$ cat src/rtl/core/es2c_pkg.sv
package es2c_pkg;

    localparam int SecWidth    = 32;
    localparam int OffsetWidth = 17;
    localparam int TimeWidth   = SecWidth + 1;
    localparam int DaysWidth   = 16;
    localparam int DivWidth    = 17;

    localparam logic signed [OffsetWidth-1:0] OFFSET_RESET = 17'sd10800;

    localparam logic [11:0] EPOCH_YEAR      = 12'd1970;
    localparam logic [1:0]  EPOCH_MOD4      = 2'd2;
    localparam logic [6:0]  EPOCH_MOD100    = 7'd70;
    localparam logic [8:0]  EPOCH_MOD400    = 9'd370;
    localparam logic [3:0]  LAST_MONTH      = 4'd11;

    // reciprocals of the odd parts of the divisors: 86400 = 128 * 675,
    // 3600 = 16 * 225, 60 = 4 * 15; the power-of-two part is shifted out first
    localparam logic [26:0] DAY_RECIP  = 27'd101806633;  // ceil(2^36 / 675)
    localparam logic [13:0] HOUR_RECIP = 14'd9321;       // ceil(2^21 / 225)
    localparam logic [10:0] MIN_RECIP  = 11'd1093;       // ceil(2^14 / 15)

    typedef enum logic [2:0] {
        ST_IDLE,
        ST_DIV_DAY,
        ST_DIV_HOUR,
        ST_DIV_MIN,
        ST_YEAR,
        ST_MONTH,
        ST_DONE
    } state_t;

    typedef enum logic [1:0] {
        DIV_DAY_SEL,
        DIV_HOUR_SEL,
        DIV_MIN_SEL
    } div_sel_t;

    typedef struct packed {
        logic     load;
        logic     div_quo;
        logic     div_rem;
        div_sel_t div_sel;
        logic     save_days;
        logic     save_hour;
        logic     save_min;
        logic     year_step;
        logic     month_step;
    } cmd_t;

    typedef struct packed {
        logic year_fits;
        logic month_done;
    } status_t;

    function automatic logic [DivWidth-1:0] div_const(input div_sel_t sel);
        logic [DivWidth-1:0] d;
        case (sel)
            DIV_DAY_SEL:  d = 17'd86400;
            DIV_HOUR_SEL: d = 17'd3600;
            DIV_MIN_SEL:  d = 17'd60;
            default:      d = 17'd60;
        endcase
        return d;
    endfunction

    function automatic logic [4:0] month_len(input logic [3:0] m, input logic leap);
        logic [4:0] len;
        case (m)
            4'd0:    len = 5'd31;
            4'd1:    len = leap ? 5'd29 : 5'd28;
            4'd2:    len = 5'd31;
            4'd3:    len = 5'd30;
            4'd4:    len = 5'd31;
            4'd5:    len = 5'd30;
            4'd6:    len = 5'd31;
            4'd7:    len = 5'd31;
            4'd8:    len = 5'd30;
            4'd9:    len = 5'd31;
            4'd10:   len = 5'd30;
            4'd11:   len = 5'd31;
            default: len = 5'd31;
        endcase
        return len;
    endfunction

endpackage

$ cat src/rtl/core/es2c_ctrl.sv
module es2c_ctrl
    import es2c_pkg::*;
(
    input  logic    clk,
    input  logic    rst_n,
    input  logic    start,
    input  status_t status,
    output cmd_t    cmd,
    output logic    busy,
    output logic    done
);

    state_t state_reg, state_next;
    logic   phase_reg, phase_next;

    always_ff @(posedge clk or negedge rst_n)
    begin
        if (!rst_n)
        begin
            state_reg <= ST_IDLE;
            phase_reg <= 1'b0;
        end
        else
        begin
            state_reg <= state_next;
            phase_reg <= phase_next;
        end
    end

    // each division: quotient step (phase low), then remainder step (phase high)
    always_comb
    begin
        state_next  = state_reg;
        phase_next  = phase_reg;
        cmd         = '0;
        cmd.div_sel = DIV_DAY_SEL;
        busy        = 1'b1;
        done        = 1'b0;
        case (state_reg)
            ST_IDLE:
            begin
                busy = 1'b0;
                if (start)
                begin
                    cmd.load   = 1'b1;
                    phase_next = 1'b0;
                    state_next = ST_DIV_DAY;
                end
            end
            ST_DIV_DAY:
            begin
                cmd.div_sel = DIV_DAY_SEL;
                if (!phase_reg)
                begin
                    cmd.div_quo = 1'b1;
                    phase_next  = 1'b1;
                end
                else
                begin
                    cmd.div_rem   = 1'b1;
                    cmd.save_days = 1'b1;
                    phase_next    = 1'b0;
                    state_next    = ST_DIV_HOUR;
                end
            end
            ST_DIV_HOUR:
            begin
                cmd.div_sel = DIV_HOUR_SEL;
                if (!phase_reg)
                begin
                    cmd.div_quo = 1'b1;
                    phase_next  = 1'b1;
                end
                else
                begin
                    cmd.div_rem   = 1'b1;
                    cmd.save_hour = 1'b1;
                    phase_next    = 1'b0;
                    state_next    = ST_DIV_MIN;
                end
            end
            ST_DIV_MIN:
            begin
                cmd.div_sel = DIV_MIN_SEL;
                if (!phase_reg)
                begin
                    cmd.div_quo = 1'b1;
                    phase_next  = 1'b1;
                end
                else
                begin
                    cmd.div_rem  = 1'b1;
                    cmd.save_min = 1'b1;
                    phase_next   = 1'b0;
                    state_next   = ST_YEAR;
                end
            end
            ST_YEAR:
            begin
                cmd.year_step = 1'b1;
                if (status.year_fits)
                begin
                    state_next = ST_MONTH;
                end
            end
            ST_MONTH:
            begin
                cmd.month_step = 1'b1;
                if (status.month_done)
                begin
                    state_next = ST_DONE;
                end
            end
            ST_DONE:
            begin
                done       = 1'b1;
                state_next = ST_IDLE;
            end
            default:
            begin
                state_next = ST_IDLE;
            end
        endcase
    end

    a_done_single: assert property (@(posedge clk) disable iff (!rst_n)
        done |=> !done)
        else $error("done strobe longer than one cycle");

    a_done_frees: assert property (@(posedge clk) disable iff (!rst_n)
        done |=> !busy)
        else $error("block still busy after result");

    a_accept_busy: assert property (@(posedge clk) disable iff (!rst_n)
        (start && !busy) |=> (busy && !done))
        else $error("accepted item did not start work");

    a_load_idle: assert property (@(posedge clk) disable iff (!rst_n)
        cmd.load |-> (!busy && start))
        else $error("load outside of accept");

endmodule

$ cat src/rtl/core/es2c_datapath.sv
module es2c_datapath
    import es2c_pkg::*;
(
    input  logic                   clk,
    input  logic                   rst_n,
    input  logic                   utc_offset_we,
    input  logic [OffsetWidth-1:0] utc_offset_seconds,
    input  logic [SecWidth-1:0]    seconds_since_epoch,
    input  cmd_t                   cmd,
    output status_t                status,
    output logic [11:0]            year,
    output logic [3:0]             month,
    output logic [4:0]             day,
    output logic [4:0]             hour,
    output logic [5:0]             minute,
    output logic [5:0]             second
);

    logic [OffsetWidth-1:0] offset_reg;
    logic [TimeWidth-1:0]   rem_reg, rem_next;
    logic [DaysWidth-1:0]   quo_reg, quo_next;
    logic [DaysWidth-1:0]   days_reg, days_next;
    logic [4:0]             hour_reg;
    logic [5:0]             minute_reg;
    logic [11:0]            year_reg, year_next;
    logic [1:0]             mod4_reg, mod4_next;
    logic [6:0]             mod100_reg, mod100_next;
    logic [8:0]             mod400_reg, mod400_next;
    logic [3:0]             month_reg, month_next;

    logic [TimeWidth:0]     sum;
    logic [52:0]            day_prod;
    logic [26:0]            hour_prod;
    logic [20:0]            min_prod;
    logic [DaysWidth-1:0]   quo_calc;
    logic [TimeWidth-1:0]   quo_times_d;
    logic                   leap;
    logic [8:0]             year_len;
    logic [4:0]             mon_len;
    logic                   year_fits;
    logic                   month_fits;

    always_ff @(posedge clk or negedge rst_n)
    begin
        if (!rst_n)
        begin
            offset_reg <= OFFSET_RESET;
        end
        else if (utc_offset_we)
        begin
            offset_reg <= utc_offset_seconds;
        end
    end

    // signed 34-bit sum, negative saturates to zero
    assign sum = {2'b00, seconds_since_epoch}
               + {{(TimeWidth + 1 - OffsetWidth){offset_reg[OffsetWidth-1]}}, offset_reg};

    // quotients by reciprocal multiplication, exact over each dividend's range
    assign day_prod  = {27'd0, rem_reg[TimeWidth-1:7]} * {26'd0, DAY_RECIP};
    assign hour_prod = {14'd0, rem_reg[16:4]} * {13'd0, HOUR_RECIP};
    assign min_prod  = {11'd0, rem_reg[11:2]} * {10'd0, MIN_RECIP};

    always_comb
    begin
        case (cmd.div_sel)
            DIV_DAY_SEL:  quo_calc = day_prod[DaysWidth+35:36];
            DIV_HOUR_SEL: quo_calc = {{(DaysWidth - 6){1'b0}}, hour_prod[26:21]};
            DIV_MIN_SEL:  quo_calc = {{(DaysWidth - 7){1'b0}}, min_prod[20:14]};
            default:      quo_calc = '0;
        endcase
    end

    assign quo_times_d = {{(TimeWidth - DaysWidth){1'b0}}, quo_reg}
                       * {{(TimeWidth - DivWidth){1'b0}}, div_const(cmd.div_sel)};

    assign leap       = (mod4_reg == 2'd0) && ((mod100_reg != 7'd0) || (mod400_reg == 9'd0));
    assign year_len   = leap ? 9'd366 : 9'd365;
    assign mon_len    = month_len(month_reg, leap);
    assign year_fits  = (days_reg < {{(DaysWidth - 9){1'b0}}, year_len});
    assign month_fits = (days_reg < {{(DaysWidth - 5){1'b0}}, mon_len});

    assign status.year_fits  = year_fits;
    assign status.month_done = month_fits || (month_reg == LAST_MONTH);

    always_comb
    begin
        rem_next    = rem_reg;
        quo_next    = quo_reg;
        days_next   = days_reg;
        year_next   = year_reg;
        mod4_next   = mod4_reg;
        mod100_next = mod100_reg;
        mod400_next = mod400_reg;
        month_next  = month_reg;
        if (cmd.load)
        begin
            rem_next    = sum[TimeWidth] ? '0 : sum[TimeWidth-1:0];
            year_next   = EPOCH_YEAR;
            mod4_next   = EPOCH_MOD4;
            mod100_next = EPOCH_MOD100;
            mod400_next = EPOCH_MOD400;
            month_next  = '0;
        end
        if (cmd.div_quo)
        begin
            quo_next = quo_calc;
        end
        if (cmd.div_rem)
        begin
            rem_next = rem_reg - quo_times_d;
        end
        if (cmd.save_days)
        begin
            days_next = quo_reg;
        end
        if (cmd.year_step && !year_fits)
        begin
            days_next   = days_reg - {{(DaysWidth - 9){1'b0}}, year_len};
            year_next   = year_reg + 12'd1;
            mod4_next   = mod4_reg + 2'd1;
            mod100_next = (mod100_reg == 7'd99) ? 7'd0 : (mod100_reg + 7'd1);
            mod400_next = (mod400_reg == 9'd399) ? 9'd0 : (mod400_reg + 9'd1);
        end
        if (cmd.month_step && !month_fits && (month_reg != LAST_MONTH))
        begin
            days_next  = days_reg - {{(DaysWidth - 5){1'b0}}, mon_len};
            month_next = month_reg + 4'd1;
        end
    end

    always_ff @(posedge clk)
    begin
        rem_reg    <= rem_next;
        quo_reg    <= quo_next;
        days_reg   <= days_next;
        year_reg   <= year_next;
        mod4_reg   <= mod4_next;
        mod100_reg <= mod100_next;
        mod400_reg <= mod400_next;
        month_reg  <= month_next;
        if (cmd.save_hour)
        begin
            hour_reg <= quo_reg[4:0];
        end
        if (cmd.save_min)
        begin
            minute_reg <= quo_reg[5:0];
        end
    end

    assign year   = year_reg;
    assign month  = month_reg + 4'd1;
    assign day    = days_reg[4:0] + 5'd1;
    assign hour   = hour_reg;
    assign minute = minute_reg;
    assign second = rem_reg[5:0];

endmodule

$ cat src/rtl/core/epoch_seconds_to_calendar_top.sv
// Converts an unsigned count of seconds since 1970-01-01 into Gregorian year, month, day,
// hour, minute and second, after adding the signed time-zone offset (reset 10800 s; a
// negative sum clamps to 1970-01-01 00:00:00). An item is taken when start is high and
// busy is low; done pulses for one cycle with the result, and the receiver cannot stall,
// so capture it then (the fields hold until the next item is taken). The wait for done
// grows with each whole year past 1970 and each month stepped, and busy drops the cycle
// after done: three constant divisions by reciprocal multiplication (a quotient step and
// a remainder step each) split off days, hours and minutes, then the day count is
// stepped down by one year per cycle, then by one month per cycle.
// Write utc_offset_seconds only while busy is low.
module epoch_seconds_to_calendar_top
    import es2c_pkg::*;
(
    input  logic                   clk,
    input  logic                   rst_n,
    input  logic                   utc_offset_we,
    input  logic [OffsetWidth-1:0] utc_offset_seconds,
    input  logic                   start,
    output logic                   busy,
    input  logic [SecWidth-1:0]    seconds_since_epoch,
    output logic                   done,
    output logic [11:0]            year,
    output logic [3:0]             month,
    output logic [4:0]             day,
    output logic [4:0]             hour,
    output logic [5:0]             minute,
    output logic [5:0]             second
);

    cmd_t    cmd;
    status_t status;

    es2c_ctrl u_ctrl (
        .clk    (clk),
        .rst_n  (rst_n),
        .start  (start),
        .status (status),
        .cmd    (cmd),
        .busy   (busy),
        .done   (done)
    );

    es2c_datapath u_datapath (
        .clk                 (clk),
        .rst_n               (rst_n),
        .utc_offset_we       (utc_offset_we),
        .utc_offset_seconds  (utc_offset_seconds),
        .seconds_since_epoch (seconds_since_epoch),
        .cmd                 (cmd),
        .status              (status),
        .year                (year),
        .month               (month),
        .day                 (day),
        .hour                (hour),
        .minute              (minute),
        .second              (second)
    );

endmodule
$ cat config.mk
export PLATFORM = sky130hd
export DESIGN_NAME = epoch_seconds_to_calendar_top
export DESIGN_NICKNAME = d
export VERILOG_FILES = /design/src/rtl/core/es2c_pkg.sv /design/src/rtl/core/es2c_ctrl.sv /design/src/rtl/core/es2c_datapath.sv /design/src/rtl/core/epoch_seconds_to_calendar_top.sv
export SDC_FILE = /design/constraint.sdc
export NUM_CORES = 2
export LEC_CHECK = 0
export ABC_AREA = 1
export BUFFER_PORTS_ARGS = -buffer_cell sky130_fd_sc_hd__buf_4
export CORE_MARGIN = 2
export CORE_UTILIZATION = 66
export CTS_CLUSTER_SIZE = 14
export DETAILED_ROUTE_END_ITERATION = 16
export GPL_ROUTABILITY_DRIVEN = 0
export HOLD_SLACK_MARGIN = 0.1
export PLACE_DENSITY_LB_ADDON = 0.3
export RECOVER_POWER = 25
export SLEW_MARGIN = 40
export SYNTH_ARGS = -nofsm -noshare
export SYNTH_HDL_FRONTEND = slang
export SYNTH_HIERARCHICAL = 1
export SYNTH_SLANG_ARGS = --single-unit
$ cat constraint.sdc
create_clock -name clk -period 11.8 [get_ports clk]
set_input_delay 0.59 -clock clk [delete_from_list [all_inputs] [get_ports clk]]
set_output_delay 0.59 -clock clk [all_outputs]
set_load 0.02 [all_outputs]
==> run metrics <==
Netlist cell types 52; Area Overhead vs Synth 6.01%; CP required around 12 ns; Synth area leader fa_1; Peak VDD IR 72.6 uV; die area 50100 um^2; worst-path fanout max 32; Overflow after GRT 0; post-cts repair resize count 0; Final Power between 1 and 1.5 mW; most common cell after layout, fill and taps aside inv_1; Arr. time, crit path approximately 8.3 ns; Num CTS Buffers 17; Syn. warnings 6; fmax 124 MHz; Slew HR -0.0351; CTS root buf clkbuf_16; RSZ-0062 raised after global routing false; final setup TNS 0 ns; initial antenna violation count 0; period utilization 0.682; Hold-fix buffers, CTS 1; synthesized instance count 4046; critical setup path kind reg2reg; commonest non-fill, non-tap cells in the layout 1022 x inv_1, 773 x nand2_1, 598 x ha_1, 391 x fa_1, 307 x nor2_1; first-pass GRT wire length ~140000 um; post-DP HPWL between 70000 and 80000 um; DR vias about 27000; fraction of layout cells with a size suffix above 1 0.0440; Ports 93; Die H 224 um; Synth Flop Type edfxtp_1; core area around 48000 um^2; crit path max-delay cell type clkinv_1; final setup fails 0; number of synthesized flops with an enable pin 110; GRT Resource Usage Total 0.356; Clock Path Buffers 2; slowest stage delay, CP 0.56 ns; Clock Sinks 131; CTS HTree Levels 4; CTS tree done; placed insts 4738; Hold WS approximately 0.37 ns; PD cells about 38 nW/um^2; Max Slew Vio Count 22; Crit path top cell by count inv_1; Mapped Area between 30000 and 40000 um^2; ANT nets after route 0; pre-CTS setup slack ~4.2 ns; antenna cells 0; Pleak between 15 and 20 nW; DRT iter0 DRCs 2551; number of remaining DRC errors 0; Placement Rows 80; Hold Path Class in2reg; routed len/inst between 15 and 20 um; initial core utilization 0.668; Synth top area share 0.246; top post-synthesis cells by area fa_1 25%, ha_1 23%, inv_1 12%, edfxtp_1 10%, nand2_1 9.1%; Final WS setup between 3 and 4 ns; max reg flops 33; clk_skew about 0.014 ns; Worst Max-Slew Pin Slew about 1.6 ns; drt total wl 86100 um; die span in x roughly 220 um; Async S/R FF share, synth 0.160; Setup Buffers After CTS 0; Tmin final 8.05 ns; vias in the first global route 27300; pin count of the biggest net entering global routing 42; Buffers on Ports 92; Max Cap Violations 1; area taken by multi-input logic gates about 24000 um^2; Final Hold Fails 0; router iterations before antenna repair 6; synthesis-stage register bit count about 130; status complete, but fails checks; Seq/Total Area, Yosys 0.120; Fillers 3733; CP Capture Type flop; Final Non-Filler Cells 4772; sequential cell area roughly 3800 um^2; Via-to-Cell Ratio 5.64; design area about 34000 um^2; dpl cell area about 33000 um^2; net count after synthesis ~5000; violated checks capacitance limit, slew limit; CP Launch Type flop; Clk Latency, worst-skew pair between 0.4 and 0.5 ns; Syn Area/Cell 7.88 um^2; Reg clk slew, reported paths 0.07 ns; final core occ 0.708; Layout Nets roughly 5200
[worst max-delay path: cells and delay by family (launching register included)]
kind,cells,cell delay (ns)
flip-flops,1,0.45
AND/OR/NAND/NOR,10,1.37
AO/OA/AOI/OAI,2,0.43
buffers and inverters,10,1.95
adder cells (fa/ha/maj),7,3.56
[per-layer routing]
| layer | wire length [um] | up-vias | share of wire | GRT usage |
|---|---|---|---|---|
| met5 | 0 | - | 0 | 0 |
| met4 | 4260 | 0 | 0.049 | 0.155 |
| met3 | 8180 | 266 | 0.095 | 0.0716 |
| met2 | 38400 | 1244 | 0.45 | 0.570 |
| met1 | 35300 | 12600 | 0.41 | 0.473 |
| li1 | - | 12800 | - | - |
[power breakdown]
group	switching (mW)	internal, mW
sequential	0.00522	0.510
combinational	0.150	0.0855
clock	0.226	0.291
total	0.382	0.887
[final timing paths]
check                                     startpoint                        end  slack (ns)  cells past startpoint
hold / removal                utc_offset_seconds[16]  u_datapath/offset_reg[16]        0.37                      3
setup / recovery                 u_ctrl/state_reg[2]     u_datapath/rem_reg[32]        3.75                     29
max in group asynchronous                      rst_n        u_ctrl/state_reg[1]        9.83                      2
hold reg to reg            u_datapath/offset_reg[14]  u_datapath/offset_reg[14]        0.52                      1
min in group asynchronous                      rst_n  u_datapath/offset_reg[14]        1.06                      2
setup reg to reg                 u_ctrl/state_reg[2]     u_datapath/rem_reg[32]        3.75                     29
[Yosys cell counts (13+ instances only)]
| library cell | count |
|---|---|
| a21oi_1 | 187 |
| ha_1 | 598 |
| dfrtp_1 | 16 |
| nor2_1 | 308 |
| inv_1 | 1021 |
| nand3_1 | 187 |
| nand4_1 | 36 |
| edfxtp_1 | 110 |
| xnor2_1 | 16 |
| nand3b_1 | 27 |
| o21ai_0 | 133 |
| fa_1 | 391 |
| o21bai_1 | 23 |
| mux2_2 | 16 |
| nand2_1 | 773 |
| nor3_1 | 33 |
| xor2_1 | 45 |
| clkbuf_1 | 13 |
[cells by family after synthesis]
group,count (synthesis),share of synthesized area
AND/OR/NAND/NOR,1410,0.186
buffers and inverters,1063,0.128
adder cells (fa/ha/maj),989,0.480
AO/OA/AOI/OAI,376,0.0633
flip-flops,131,0.120
XOR/XNOR,61,0.0168
multiplexers,16,0.00565
[area by class of cell]
class	count	share of cell area
Tap cell	615	0.0228
Clock buffer	18	0.0127
Sequential cell	131	0.113
Timing Repair Buffer	115	0.0241
Clock inverter	14	0.00381
Inverter	1027	0.114
Multi-Input combinational cell	2852	0.709
Note: power is estimated with default switching activity, not from simulation.
